--- src/hdl/kwa_pkg.sv ---
`timescale 1ns / 1ps

package kwa_pkg;

	// Table geometry.
	localparam int ENTRIES = 8;
	localparam int WINDOW = 40;

	// Field widths fixed by the item format.
	localparam int KEY_W = 16;
	localparam int SAMPLE_W = 16;
	localparam int AVG_W = 16;

	localparam int SLOT_W = (ENTRIES > 1) ? $clog2(ENTRIES) : 1;
	localparam int POS_W = $clog2(WINDOW + 1);
	localparam int SUM_W = SAMPLE_W + $clog2(WINDOW);
	localparam int RECIP_W = SUM_W + 1;
	localparam int PROD_W = SUM_W + RECIP_W;
	localparam int MEM_DEPTH = ENTRIES * WINDOW;
	localparam int ADDR_W = (MEM_DEPTH > 1) ? $clog2(MEM_DEPTH) : 1;

	// Command queue between the front and the back; depth is a power of two.
	localparam int QDEPTH = 2;
	localparam int QPTR_W = (QDEPTH > 1) ? $clog2(QDEPTH) : 1;
	localparam int QCNT_W = $clog2(QDEPTH + 1);

	// Reciprocal of WINDOW scaled by 2^SUM_W, rounded down.
	localparam logic [RECIP_W-1:0] RECIP = RECIP_W'((64'd1 << SUM_W) / WINDOW);
	// Bias that moves every possible RSSI sum into the unsigned range.
	localparam logic [SUM_W-1:0] RSSI_BIAS = SUM_W'(WINDOW * 32768);

	typedef enum logic [1:0] {
		MODE_ADD    = 2'd0,
		MODE_UPDATE = 2'd1,
		MODE_DELETE = 2'd2,
		MODE_QUERY  = 2'd3
	} mode_t;

	typedef enum logic [2:0] {
		ST_OK        = 3'd0,
		ST_NOT_FOUND = 3'd1,
		ST_FULL      = 3'd2,
		ST_PRESENT   = 3'd3,
		ST_ADDR_ZERO = 3'd4
	} status_t;

	typedef enum logic [1:0] {
		OP_REPORT = 2'd0,
		OP_CLEAR  = 2'd1,
		OP_UPDATE = 2'd2,
		OP_QUERY  = 2'd3
	} op_t;

	typedef struct packed {
		mode_t                       mode;
		logic [KEY_W-1:0]            node_address;
		logic [SAMPLE_W-1:0]         range_sample;
		logic signed [SAMPLE_W-1:0]  rssi_sample;
	} req_t;

	typedef struct packed {
		status_t                     status;
		logic [AVG_W-1:0]            range_mean;
		logic signed [AVG_W-1:0]     rssi_mean;
	} rsp_t;

	typedef struct packed {
		op_t                         op;
		logic [SLOT_W-1:0]           slot;
		status_t                     status;
		logic [SAMPLE_W-1:0]         range_sample;
		logic signed [SAMPLE_W-1:0]  rssi_sample;
	} cmd_t;

	// Finishes x / WINDOW from prod = x * RECIP. The estimate is low by at
	// most one, so one compare and subtract corrects it.
	function automatic logic [AVG_W-1:0] win_quot(input logic [PROD_W-1:0] prod,
			input logic [SUM_W-1:0] x);
		logic [SUM_W-1:0] q;
		logic [SUM_W-1:0] r;
		q = prod[2*SUM_W-1:SUM_W];
		r = x - SUM_W'(q * SUM_W'(WINDOW));
		if (r >= SUM_W'(WINDOW)) begin
			q = q + 1'b1;
		end
		return q[AVG_W-1:0];
	endfunction

endpackage

--- src/hdl/kwa_fifo.sv ---
`timescale 1ns / 1ps

module kwa_fifo (
	input  logic          clk,
	input  logic          arst_n,
	input  logic          push,
	input  kwa_pkg::cmd_t wdata,
	output logic          full,
	input  logic          pop,
	output kwa_pkg::cmd_t rdata,
	output logic          avail
);

	import kwa_pkg::*;

	cmd_t              mem_q [QDEPTH];
	logic [QPTR_W-1:0] wr_ptr_q;
	logic [QPTR_W-1:0] rd_ptr_q;
	logic [QCNT_W-1:0] cnt_q;

	assign full = (cnt_q == QCNT_W'(QDEPTH));
	assign avail = (cnt_q != '0);
	assign rdata = mem_q[rd_ptr_q];

	always_ff @(posedge clk or negedge arst_n) begin
		if (!arst_n) begin
			wr_ptr_q <= '0;
			rd_ptr_q <= '0;
			cnt_q <= '0;
		end else begin
			if (push) begin
				wr_ptr_q <= wr_ptr_q + 1'b1;
			end
			if (pop) begin
				rd_ptr_q <= rd_ptr_q + 1'b1;
			end
			if (push && !pop) begin
				cnt_q <= cnt_q + 1'b1;
			end else if (pop && !push) begin
				cnt_q <= cnt_q - 1'b1;
			end
		end
	end

	always_ff @(posedge clk) begin
		if (push) begin
			mem_q[wr_ptr_q] <= wdata;
		end
	end

endmodule

--- config.mk ---
export PLATFORM = sky130hd
export DESIGN_NAME = kwa_fifo
export DESIGN_NICKNAME = d
export VERILOG_FILES = /design/src/hdl/kwa_pkg.sv /design/src/hdl/kwa_fifo.sv
export SDC_FILE = /design/constraint.sdc
export NUM_CORES = 1
export LEC_CHECK = 0
export ABC_AREA = 1
export BUFFER_PORTS_ARGS = -buffer_cell sky130_fd_sc_hd__buf_2
export CAP_MARGIN = 20
export CELL_PAD_IN_SITES_DETAIL_PLACEMENT = 1
export CELL_PAD_IN_SITES_GLOBAL_PLACEMENT = 1
export CORE_ASPECT_RATIO = 0.6
export CORE_UTILIZATION = 46
export CTS_BUF_LIST = sky130_fd_sc_hd__clkbuf_8
export CTS_CLUSTER_DIAMETER = 40
export DETAILED_ROUTE_END_ITERATION = 6
export GPL_TIMING_DRIVEN = 0
export HOLD_SLACK_MARGIN = 0.12
export PLACE_DENSITY = 0.92
export SLEW_MARGIN = 20
export SYNTH_ARGS = -nofsm -noshare
export SYNTH_HDL_FRONTEND = slang
export SYNTH_SLANG_ARGS = --single-unit
export TNS_END_PERCENT = 10
--- constraint.sdc ---
create_clock -name clk -period 3.2 [get_ports clk]
set_input_delay 0.32 -clock clk [delete_from_list [all_inputs] [get_ports clk]]
set_output_delay 0.32 -clock clk [all_outputs]
set_load 0.05 [all_outputs]
After elaboration in Yosys (flattened, before gate mapping) --
Memory sizes are Yosys's and may differ from the RTL's. Index checks and enable logic that the tools add are counted.
Cells by class: add/subtract/negate cells 4, equality and inequality tests 1, mux-type cells 4, reductions and logical operators 6
Operator list (number):
- 2-bit two-way mux | 2
- 2-bit nonzero test | 2
- 1-bit adder, second input constant | 2
- 2-bit by 1-bit adder with 2-bit output, second input constant | 1
- 2-bit equality test, second input constant | 1
- 1-bit logical AND | 2
- 1-bit logical NOT | 2
- 1-bit two-way mux | 2
- 2-bit by 1-bit subtractor with 2-bit output, second input constant | 1
Word-level totals: flip-flop bits (word level) 4, memory bits (writable) 80, memories kept 1
Memories:
- mem_q | depth 2, bits a word 40, rd ports 1, clocked after Yosys merged registers in 0, write ports 1, RTL line kwa_fifo.sv:16 | cmd_t mem_q [QDEPTH];

Logic depth before layout (Yosys ltp) --
depth after elaboration 4, gate-level depth with buffers 7, depth with buffers taken out 7

Least setup slack after synthesis --
Ideal clock, no wire load.
kind register to register, start point register wr_ptr_q, end point memory mem_q[0][0] (netlist name) (enable), library setup time 0.438 ns, arrival 2.095 ns, path slack 0.666 ns, cell stages (with the launch flop) 2, buffers on the path 0, cell sequence dfrtp_1 nor2_1
RTL lines:
- start: declaration | RTL line kwa_fifo.sv:17 | logic [QPTR_W-1:0] wr_ptr_q;
- start signal: assignment | RTL line kwa_fifo.sv:32 | wr_ptr_q <= wr_ptr_q + 1'b1;
- end: declaration | RTL line kwa_fifo.sv:16
Straight into the memory's write port.

==> impl_metrics.json <==
{
  "finalPower_mw": 4.22,
  "cts_tree": "done",
  "ant_nets": 0,
  "holdPathStages": 1,
  "critPathLaunchType": "flop",
  "via_per_inst": 4.77,
  "drt-pass1-iter-count": 6,
  "drv_slew": 0,
  "cts_num_sinks": 84,
  "fp.dieW_um": 111,
  "yosysSeqAreaShare": 0.759,
  "hold_start": "wdata[33]",
  "status": "complete, but fails checks",
  "die_h_um": 67.6,
  "synth-seq-cells": 84,
  "boundaryPins": 86,
  "synth_top_area_frac": 0.729,
  "fin_util": 0.602,
  "drtIter0Drc": 47,
  "postCtsResizedCells": 0,
  "layout_common_cells": "buf_2 (85), edfxtp_1 (80), mux2_4 (39), inv_1 (9), clkbuf_8 (9)",
  "final_nets": 294,
  "rsz0062_at_grt": "no",
  "p_leak_nw": 1.70,
  "hold_class": "in2reg",
  "cts_buffers": 9,
  "crit_fanout": 10,
  "cts_max_path_buffers": 2,
  "failed_checks": "design-rule violations",
  "slew-limit-headroom": 0.602,
  "pre_cts_ws_ns": 1.59,
  "mostFrequentLayoutCell": "buf_2",
  "cts_setup_buffers": 0,
  "fin_area_um2": 4090,
  "ys.warnings.count": 0,
  "coreArea_um2": 6790,
  "syn_inst": 150,
  "ys_types": 14,
  "reg2reg_from": "wr_ptr_q",
  "initial_core_util": 0.485,
  "layout_worst_path_cycle_share": 0.589,
  "fmax_mhz": 531,
  "finalCriticalPeriod_ns": 1.88,
  "p_per_area_nw_per_um2": 1030,
  "clk_pin_slew_ns": 0.08,
  "grt_overflow": 0,
  "grt_pass1_vias": 1728,
  "hold_viol": 0,
  "ff2ff_setup_slack_ns": 1.69,
  "peakVddDrop_v": 0.000472,
  "track_usage": 0.169,
  "layout_setup_ws_ns": 1.32,
  "die-area_um2": 7520,
  "setup_violations": 0,
  "whs_ns": 0.159,
  "portBuffers": 85,
  "placedInstanceArea_um2": 3890,
  "final.setup_skew_ns": 0.00553,
  "ff2ff_path_depth": 2,
  "hold_buffers": 1,
  "syn-cell-area_um2": 3300,
  "grt_max_degree": 25,
  "grt_pass1_wl_um": 9080,
  "worstPathRequired_ns": 2.88,
  "clk_latency_ns": 0.34,
  "dp_hpwl_um": 4300,
  "area_growth_pct": 24.0,
  "wl_um": 5940,
  "tightestPinTransition_ns": 0.596,
  "cp_data_arrival_time_ns": 1.56,
  "cts_root_buf": "clkbuf_8",
  "antenna_cells": 0,
  "drive_above_1_share": 0.579,
  "syn_area_per_cell_um2": 22.0,
  "vias": 1628,
  "h-tree-depth": 3,
  "antenna_found_initial": 0,
  "endpoint_kind": "output port",
  "synth_area_leaders": "edfxtp_1 (73%), mux2_4 (18%), dfrtp_1 (3.0%)",
  "synth_nets": 195,
  "rows": 23,
  "gp_congestion": 0.690,
  "worstSetupPathType": "reg2out",
  "synth_area_leader_cell": "edfxtp_1",
  "startpoint": "rd_ptr_q",
  "drc": 14,
  "cap_violations": 0,
  "avgRoutedWirePerCell_um": 17.4
}
[stage by stage]
step	std cells	TNS (ns)
6_report	341	0
5_1_grt	341	0
3_3_place_gp	322	-9.23
4_1_cts	341	0
3_5_place_dp	324	0
2_1_floorplan	150	0
[final cells by class]
cell class                 instances  area [um2]
sequential                        84        2500
multi-input combinational         54         684
timing repair buffer              88         490
fill                             614        2700
buffer                             5        91.3
tap                               87         109
inverter                           7        26.3
clock inverter                     7        61.3
clock buffer                       9         124
[cells in the mapped netlist]
library cell and n:
nand2_1 6, xor2_1 2, dfrtp_1 4, nand4_1 1, buf_6 1, nand3_1 1
ha_1 1, mux2_2 1, nor2_1 2, xnor2_1 1, mux2_4 39, edfxtp_1 80
inv_1 7, buf_12 4
[flip-flops by register name (all words and copies together), names as in the netlist]
register  count
wr_ptr_q      1
mem_q        80
rd_ptr_q      1
cnt_q         2
[final timing paths]
check                                    end
worst max-delay path                rdata[6]
worst min-delay path            mem_q[0][33]
worst max register to register  mem_q[0][22]
worst min register to register      cnt_q[1]
max in group asynchronous           wr_ptr_q
min in group asynchronous           cnt_q[0]
[power by group]
part / internal, mW / total (mW) / switching (mW)
clock network: 0.351 / 0.700 / 0.350
registers: 1.46 / 1.54 / 0.0741
logic: 0.696 / 1.99 / 1.29
[cell families (layout without fill, tap and decap cells)]
logic type,count (synthesis),in the layout,synth area share
xor gates and xnor gates,3,3,0.00797
adders and majority gates,1,1,0.00379
buffers and inverters,12,116,0.0357
DFF,84,84,0.759
muxes,40,40,0.181
and+or+nand+nor,10,10,0.0125
[per-layer routing]
layer,track usage,up-vias,wire length (um)
met5,0,-,0
met4,0.0355,0,0
met3,0.0763,0,408
met2,0.288,67,2900
met1,0.200,793,2630
li1,-,768,-
[worst max-delay path, cell delays in order (launching register included)]
cell and delay, ns:
dfrtp_1 0.40, buf_6 0.16, buf_12 0.15, mux2_4 0.30
buf_2 0.21
(Power assumes the default switching activity.)
