[src/hdl/kwa_pkg.sv]
`timescale 1ns / 1ps

package kwa_pkg;

	// Table geometry.
	localparam int ENTRIES = 8;
	localparam int WINDOW = 40;

	// Field widths fixed by the item format.
	localparam int KEY_W = 16;
	localparam int SAMPLE_W = 16;
	localparam int AVG_W = 16;

	localparam int SLOT_W = (ENTRIES > 1) ? $clog2(ENTRIES) : 1;
	localparam int POS_W = $clog2(WINDOW + 1);
	localparam int SUM_W = SAMPLE_W + $clog2(WINDOW);
	localparam int RECIP_W = SUM_W + 1;
	localparam int PROD_W = SUM_W + RECIP_W;
	localparam int MEM_DEPTH = ENTRIES * WINDOW;
	localparam int ADDR_W = (MEM_DEPTH > 1) ? $clog2(MEM_DEPTH) : 1;

	// Command queue between the front and the back; depth is a power of two.
	localparam int QDEPTH = 2;
	localparam int QPTR_W = (QDEPTH > 1) ? $clog2(QDEPTH) : 1;
	localparam int QCNT_W = $clog2(QDEPTH + 1);

	// Reciprocal of WINDOW scaled by 2^SUM_W, rounded down.
	localparam logic [RECIP_W-1:0] RECIP = RECIP_W'((64'd1 << SUM_W) / WINDOW);
	// Bias that moves every possible RSSI sum into the unsigned range.
	localparam logic [SUM_W-1:0] RSSI_BIAS = SUM_W'(WINDOW * 32768);

	typedef enum logic [1:0] {
		MODE_ADD    = 2'd0,
		MODE_UPDATE = 2'd1,
		MODE_DELETE = 2'd2,
		MODE_QUERY  = 2'd3
	} mode_t;

	typedef enum logic [2:0] {
		ST_OK        = 3'd0,
		ST_NOT_FOUND = 3'd1,
		ST_FULL      = 3'd2,
		ST_PRESENT   = 3'd3,
		ST_ADDR_ZERO = 3'd4
	} status_t;

	typedef enum logic [1:0] {
		OP_REPORT = 2'd0,
		OP_CLEAR  = 2'd1,
		OP_UPDATE = 2'd2,
		OP_QUERY  = 2'd3
	} op_t;

	typedef struct packed {
		mode_t                       mode;
		logic [KEY_W-1:0]            node_address;
		logic [SAMPLE_W-1:0]         range_sample;
		logic signed [SAMPLE_W-1:0]  rssi_sample;
	} req_t;

	typedef struct packed {
		status_t                     status;
		logic [AVG_W-1:0]            range_mean;
		logic signed [AVG_W-1:0]     rssi_mean;
	} rsp_t;

	typedef struct packed {
		op_t                         op;
		logic [SLOT_W-1:0]           slot;
		status_t                     status;
		logic [SAMPLE_W-1:0]         range_sample;
		logic signed [SAMPLE_W-1:0]  rssi_sample;
	} cmd_t;

	// Finishes x / WINDOW from prod = x * RECIP. The estimate is low by at
	// most one, so one compare and subtract corrects it.
	function automatic logic [AVG_W-1:0] win_quot(input logic [PROD_W-1:0] prod,
			input logic [SUM_W-1:0] x);
		logic [SUM_W-1:0] q;
		logic [SUM_W-1:0] r;
		q = prod[2*SUM_W-1:SUM_W];
		r = x - SUM_W'(q * SUM_W'(WINDOW));
		if (r >= SUM_W'(WINDOW)) begin
			q = q + 1'b1;
		end
		return q[AVG_W-1:0];
	endfunction

endpackage

[src/hdl/kwa_front.sv]
`timescale 1ns / 1ps

module kwa_front (
	input  logic          clk,
	input  logic          arst_n,
	input  logic          req_valid,
	output logic          req_ready,
	input  kwa_pkg::req_t req,
	output logic          push,
	output kwa_pkg::cmd_t cmd,
	input  logic          q_full
);

	import kwa_pkg::*;

	logic [ENTRIES-1:0] valid_q;
	logic [KEY_W-1:0]   key_q [ENTRIES];
	logic [ENTRIES-1:0] hit;
	logic [SLOT_W-1:0]  hit_slot;
	logic [SLOT_W-1:0]  free_slot;
	logic               any_hit;
	logic               any_free;
	logic               set_valid;
	logic               clr_valid;
	logic               accept;

	assign req_ready = !q_full;
	assign accept = req_valid && req_ready;
	assign push = accept;

	// Key match and lowest free slot; the lowest index wins in both.
	always_comb begin
		hit_slot = '0;
		free_slot = '0;
		for (int i = ENTRIES - 1; i >= 0; i--) begin
			hit[i] = valid_q[i] && (key_q[i] == req.node_address);
			if (hit[i]) begin
				hit_slot = SLOT_W'(i);
			end
			if (!valid_q[i]) begin
				free_slot = SLOT_W'(i);
			end
		end
		any_hit = |hit;
		any_free = !(&valid_q);
	end

	always_comb begin
		cmd.op = OP_REPORT;
		cmd.slot = hit_slot;
		cmd.status = ST_OK;
		cmd.range_sample = req.range_sample;
		cmd.rssi_sample = req.rssi_sample;
		set_valid = 1'b0;
		clr_valid = 1'b0;
		priority if (req.node_address == '0) begin
			cmd.status = ST_ADDR_ZERO;
		end else begin
			unique case (req.mode)
				MODE_ADD: begin
					if (any_hit) begin
						cmd.status = ST_PRESENT;
					end else if (!any_free) begin
						cmd.status = ST_FULL;
					end else begin
						cmd.op = OP_CLEAR;
						cmd.slot = free_slot;
						set_valid = 1'b1;
					end
				end
				MODE_UPDATE: begin
					if (!any_hit) begin
						cmd.status = ST_NOT_FOUND;
					end else begin
						cmd.op = OP_UPDATE;
					end
				end
				MODE_DELETE: begin
					if (!any_hit) begin
						cmd.status = ST_NOT_FOUND;
					end else begin
						clr_valid = 1'b1;
					end
				end
				MODE_QUERY: begin
					if (!any_hit) begin
						cmd.status = ST_NOT_FOUND;
					end else begin
						cmd.op = OP_QUERY;
					end
				end
				default: begin
					cmd.status = ST_NOT_FOUND;
				end
			endcase
		end
	end

	always_ff @(posedge clk or negedge arst_n) begin
		if (!arst_n) begin
			valid_q <= '0;
		end else if (accept) begin
			if (set_valid) begin
				valid_q[free_slot] <= 1'b1;
			end
			if (clr_valid) begin
				valid_q[hit_slot] <= 1'b0;
			end
		end
	end

	always_ff @(posedge clk) begin
		if (accept && set_valid) begin
			key_q[free_slot] <= req.node_address;
		end
	end

endmodule

[config.mk]
export PLATFORM = sky130hd
export DESIGN_NAME = kwa_front
export DESIGN_NICKNAME = d
export VERILOG_FILES = /design/src/hdl/kwa_pkg.sv /design/src/hdl/kwa_front.sv
export SDC_FILE = /design/constraint.sdc
export NUM_CORES = 1
export LEC_CHECK = 0
export BUFFER_PORTS_ARGS = -buffer_cell sky130_fd_sc_hd__clkbuf_2
export CAP_MARGIN = 20
export CORE_MARGIN = 1.5
export CORE_UTILIZATION = 45
export DETAILED_ROUTE_END_ITERATION = 8
export PLACE_DENSITY_LB_ADDON = 0.15
export RECOVER_POWER = 25
export SLEW_MARGIN = 20
export SYNTH_ARGS = -nofsm -noshare
export SYNTH_HDL_FRONTEND = slang
export SYNTH_SLANG_ARGS = --single-unit
[constraint.sdc]
create_clock -name clk -period 4.5 [get_ports clk]
set_input_delay 0.9 -clock clk [delete_from_list [all_inputs] [get_ports clk]]
set_output_delay 0.9 -clock clk [all_outputs]
set_load 0.01 [all_outputs]
======== After elaboration in Yosys (flattened, before gate mapping) ========
Memory sizes are Yosys's and may differ from the RTL's.
Cells that the tools add are included.
word-level totals
  memory bits (writable) .................. 128
  memories kept ........................... 1
  register bits ........................... 8
  input port bits ......................... 54
  output and inout bits ................... 42
  logic and storage cells ................. 82
memories
  name   words  bits a word  read ports  clocked after Yosys merged registers in  wr ports  RTL line         source
  key_q  8      16           8           0                                        1         kwa_front.sv:17  logic [KEY_W-1:0] key_q [ENTRIES];
cells by class
  order comparisons ....................... 4
  reduce and logical (&&, ||, !) cells .... 18
  bitwise operators ....................... 3
  mux-type cells .......................... 44
  eq/ne operators ......................... 11
operator list
  cell                number
  $eq 16x16->1        8
  $mux 3              18
  $mux 8              3
  $logic_not 16->1    1
  $logic_and 1x1->1   12
  $mux 1              12
  $mux 5              2
  $and 8x8->8         1
  $lt 3x4->1 const B  2
  $mux 2              4
  $not 8->8           1
  $or 8x8->8          1
  $reduce_and 8->1    1
  $reduce_or 8->1     1
  $demux 1 s3         2
  $ge 3x1->1 const B  2
  $pmux 2 s3          1
  $pmux 3 s2          1
  $eq 2x2->1 const B  2
  $mux 4              1
  $reduce_or 3->1     1
  $eq 2x1->1 const B  1
  $logic_not 2->1     1
  $logic_not 1->1     1

======== Depth between registers and ports, before layout ========
An unclocked memory read counts as a cell.
  depth after elaboration ................. 18
  mapped depth ............................ 10
  mapped depth without buffers ............ 8

======== Worst setup path before layout ========
No wires, ideal clock.
  kind .................................... input to register
  from .................................... input req[37] (netlist bit)
  to ...................................... memory key_q[6][0], enable pin
  library setup time ...................... 414 ps
  slack ................................... 339 ps
  stages .................................. 10
  data arrival time ....................... 3,747 ps
  required time ........................... 4,086 ps
  buffers on the path ..................... 2
  cell sequence ........................... buf_2 > xor2_1 > or4_1 > nor4_1 > and3_1 > nor4_1 > and4_1 > buf_6 > nand3b_1 > a211oi_1
on the way
  cells in the longest elaborated chain, start to end .. 9
  elaborated cells between the ends (all ways) .. 24
  classes of those cells .................. eq/ne (8); mux (5); reduce/logical (11)
RTL lines
  element                         RTL line          source
  start: declaration              kwa_front.sv:8    input kwa_pkg::req_t req,
  $eq 16x16->1                    kwa_front.sv:36   hit[i] = valid_q[i] && (key_q[i] == req.node_address);
  $logic_and 1x1->1               kwa_front.sv:36
  $reduce_or 8->1                 kwa_front.sv:44   any_hit = |hit;
  $mux 1                          kwa_front.sv:61   if (any_hit) begin
  $mux 1                          kwa_front.sv:59   unique case (req.mode)
  $mux 1 *                        kwa_front.sv:56   priority if (req.node_address == '0) begin
  $logic_and 1x1->1 *             kwa_front.sv:113  if (accept && set_valid) begin
  $mux 1 *                        kwa_front.sv:113
  $mux 1 (implied by the code) *  kwa_front.sv:114  key_q[free_slot] <= req.node_address;
  end: declaration                kwa_front.sv:17
Every way passes the cells marked *; elsewhere a longest branch is shown, timed or not.

==> summary.md <==
| Metric | Value |
|---|---|
| Gate power share | around 8.9% |
| Later-pin clock latency in the skew report | between 400 and 500 ps |
| Buffers and inverters on the worst path | 5 |
| Largest net degree at the start of global routing | 19 |
| Via count | ~4400 |
| Relative slew slack | 44.6% |
| Critical path's top delay family | simple AND/OR/NAND/NOR gates |
| Die ar. | 15800 sq um |
| RePlAce Congestion | between 0.9 and 1 |
| Final min period | 4340 ps |
| Final ANT Viol Nets | 0 |
| Util after Layout | ~53% |
| Final hold slack | between 300 and 400 ps |
| Total negative slack | 0 ps |
| Share of the synthesized area in the top cell type | between 50% and 60% |
| WP depth | 11 |
| Overall Power | 0.00313 W |
| Worst Path Max Fanout | 9 |
| Cts bufs inserted | 17 |
| Cell accounting for the most synthesized area | edfxtp_1 |
| Hpwl dp | 11600 um |
| Post-synth top cells | 128 x edfxtp_1, 64 x xor2_1, 63 x xnor2_1 |
| Clk pwr share | about 45% |
| Synth Net Count | ~570 |
| Unrepaired setup endpoints after global routing | false |
| Sw frac | 22.4% |
| Die X | approximately 130 um |
| Critical Path AT | between 3000 and 4000 ps |
| Worst path max stage delay | approximately 490 ps |
| Row Count | 44 |
| Critical Path, Cell by Cell | clkbuf_2 > buf_12 > xor2_1 > or4_1 > nor4_1 > buf_4 > a2bb2o_4 > inv_2 > a311oi_1 > a21o_1 > clkbuf_2 |
| CTS Buffer Depth | 2 |
| Ys async rst share | under 10% |
| Final nets | roughly 600 |
| Crit end category | output pin |
| Cells after DPL | just over 700 |
| Routed WL per cell | roughly 22 um |
| H-tree depth | 4 |
| Cells after Synth | about 510 |
| Max-slew violations | 0 |
| Ys flop type | edfxtp_1 |
| Core Area | approximately 15000 sq um |
| Syn avg cell area | roughly 13 sq um |
| Final setup fails | 0 |
| Vias in the first global route | roughly 4300 |
| Largest family of logic cells by synthesized area | XOR/XNOR gates |
| Die Y | 126 um |
| Int Pwr | ~0.0024 W |
| Worst-case clock skew | about 16 ps |
| Sw Pwr | 0.000700 W |
| Top post-synthesis cells by area | edfxtp_1 57%, xor2_1 8.3%, xnor2_1 8.1% |
| Adder-Cell Fraction of Synth Area | 0% |
| Antenna cells | 0 |
| 1st-pass router iterations | 5 |
| Synth warnings | 0 |
| Global-route wire length before repair | about 25000 um |
| Synth Area in XOR/XNOR | between 10% and 20% |
| Total GRT Usage | roughly 22% |
| # hold bufs at CTS | 0 |
| Vias per inst | 5.88 |
| Port buffer count | 31 |
| Cell with the most instances after synthesis | edfxtp_1 |
| Mux contribution to synthesized area | 0% |
| FMAX | between 200 and 250 MHz |
| Sequential area share after synthesis | about three fifths |
| Final std cells w/o fill | 745 |
| Worst R2R Path Depth | 8 |
| Flop pwr share | a little under half |
| Hold Vio Cnt, Final | 0 |
| Crit path required time | ~3600 ps |
| DR iter-0 viols | 384 |
| Layout area overhead | 13.8% |
| Initial antenna violation count | 0 |
| CTS tree | built |
| Post-synth EDFFs | between 100 and 150 |
| Share of cells above drive strength 1 | a little under a fifth |
| Seq cells post-synth | ~140 |
| Status | finished, final reports clean |
| Most used cell, CP | clkbuf_2 |
| Ports | 96 |
| Total wire length | between 15000 and 20000 um |
| Unique cell type count in the Yosys netlist | 55 |
| Worst setup SP type | input port |
| Drt drc | 0 |
| Max_cap viols | 0 |
| Fin crit share | a little over nine tenths |
| Mapped cell area | slightly below 7000 sq um |
| Synth Area in Compound Gates | about 3.5% |
| Simple-gate share of the synthesized area | 14.7% |
| Initial core utilization | 46.4% |
| Congestion Overflow GR | 0 |
| Clock-pin slew on the worst setup and hold paths | 50 ps |
| Clk root buf | clkbuf_16 |
| CTS Sinks | between 100 and 150 |
| Power Density | around 410 nW/um^2 |
| Slew @ Worst Pin | slightly above 800 ps |
| Maximum VDD drop | around 0.31 mV |
| Worst Path Class, Setup | input port to output pin |
| Static Leak | ~2.6 nW |
| Slowest-stage cell, CP | or4_1 |
| Min-Delay Path Class | input port to asynchronous set/reset pin |
[path summary, 6_finish.rpt]
check	slack [ps]	to	from
max	160	cmd[38]	req[38]
min	400	valid_q[0]	arst_n
max reg2reg	1200	key_q[1][11]	key_q[1][9]
min reg2reg	610	valid_q[2]	valid_q[2]
max in group asynchronous	3770	valid_q[1]	arst_n
min in group clk	610	valid_q[2]	valid_q[2]
[power groups by stage]
stage / logic [W] / registers (W) / clock network, W
floorplan: 0.000198 / 0.00146 / 0
global placement: 0.000275 / 0.00147 / 0
detailed placement: 0.000277 / 0.00147 / 0
CTS: 0.000278 / 0.00144 / 0.00143
global route: 0.000301 / 0.00145 / 0.00148
finish: 0.000278 / 0.00144 / 0.00141
[cell type report]
class                      instances  area, sq um
clock buffer                      19          433
clock inverter                    12          158
fill                            1221         6880
inverter                           9         33.8
multi-input combinational        318         2360
sequential                       136         4040
tap                              184          230
timing repair buffer              67          447
[layout by cell type, fill, tap and decap left out, types with 2 or more instances in the layout]
cell / n
and3_4: 2
inv_1: 8
clkbuf_2: 27
a21o_1: 2
nor2b_1: 3
and3_1: 3
bufinv_16: 4
clkinv_1: 4
nor3_1: 9
xor2_1: 64
nand4b_1: 6
nand3_1: 12
and2_1: 5
nand3b_1: 2
or4_1: 5
a21oi_1: 5
buf_4: 30
dfrtp_1: 8
buf_12: 3
nand4_1: 22
and4_1: 5
a2bb2oi_1: 4
nor4_1: 30
clkbuf_16: 17
or3_1: 2
o21ai_0: 2
or2_2: 5
nor2_1: 13
nand2_1: 16
nor4b_1: 2
nand2b_1: 6
edfxtp_1: 128
a31oi_1: 2
clkbuf_1: 9
clkinv_2: 3
xnor2_1: 63
nor3b_1: 4
[worst reg2reg max path, cell delays in order (launching register included)]
cell	delay [ps]
edfxtp_1	390
xor2_1	260
or4_1	170
nor4_1	40
and3_1	230
nor4_1	460
and4_1	460
and3_4	240
and2_1	670
[kinds of logic after synthesis]
kind of cell           after synthesis
AND/OR/NAND/NOR                    161
flip-flops                         136
XOR/XNOR                           127
buffers and inverters               59
AO/OA/AOI/OAI                       30
[routing by layer]
metal / vias up / share of wire (%) / global-route usage, %
met4: 0 / 4.2 / 11.7
met1: 2156 / 46 / 30.3
met5: - / 0 / 0
met2: 199 / 43 / 31.6
met3: 66 / 6.7 / 5.31
li1: 1956 / - / -
[stage by stage]
stage	setup WS [ps]	cell area [sq um]
2_1_floorplan	339	6770
3_3_place_gp	147	7120
3_5_place_dp	129	7120
4_1_cts	128	7710
5_1_grt	29.3	7710
6_report	165	7710
[flip-flops by register name (all words and copies together), names as in the netlist]
register,count
key_q,128
valid_q,8
[repair_timing]
action,CTS,global route
setup buffers,0,0
endpoints found under the setup margin,0,4
resized for setup,0,2
Power figures use the tool's default switching activity.
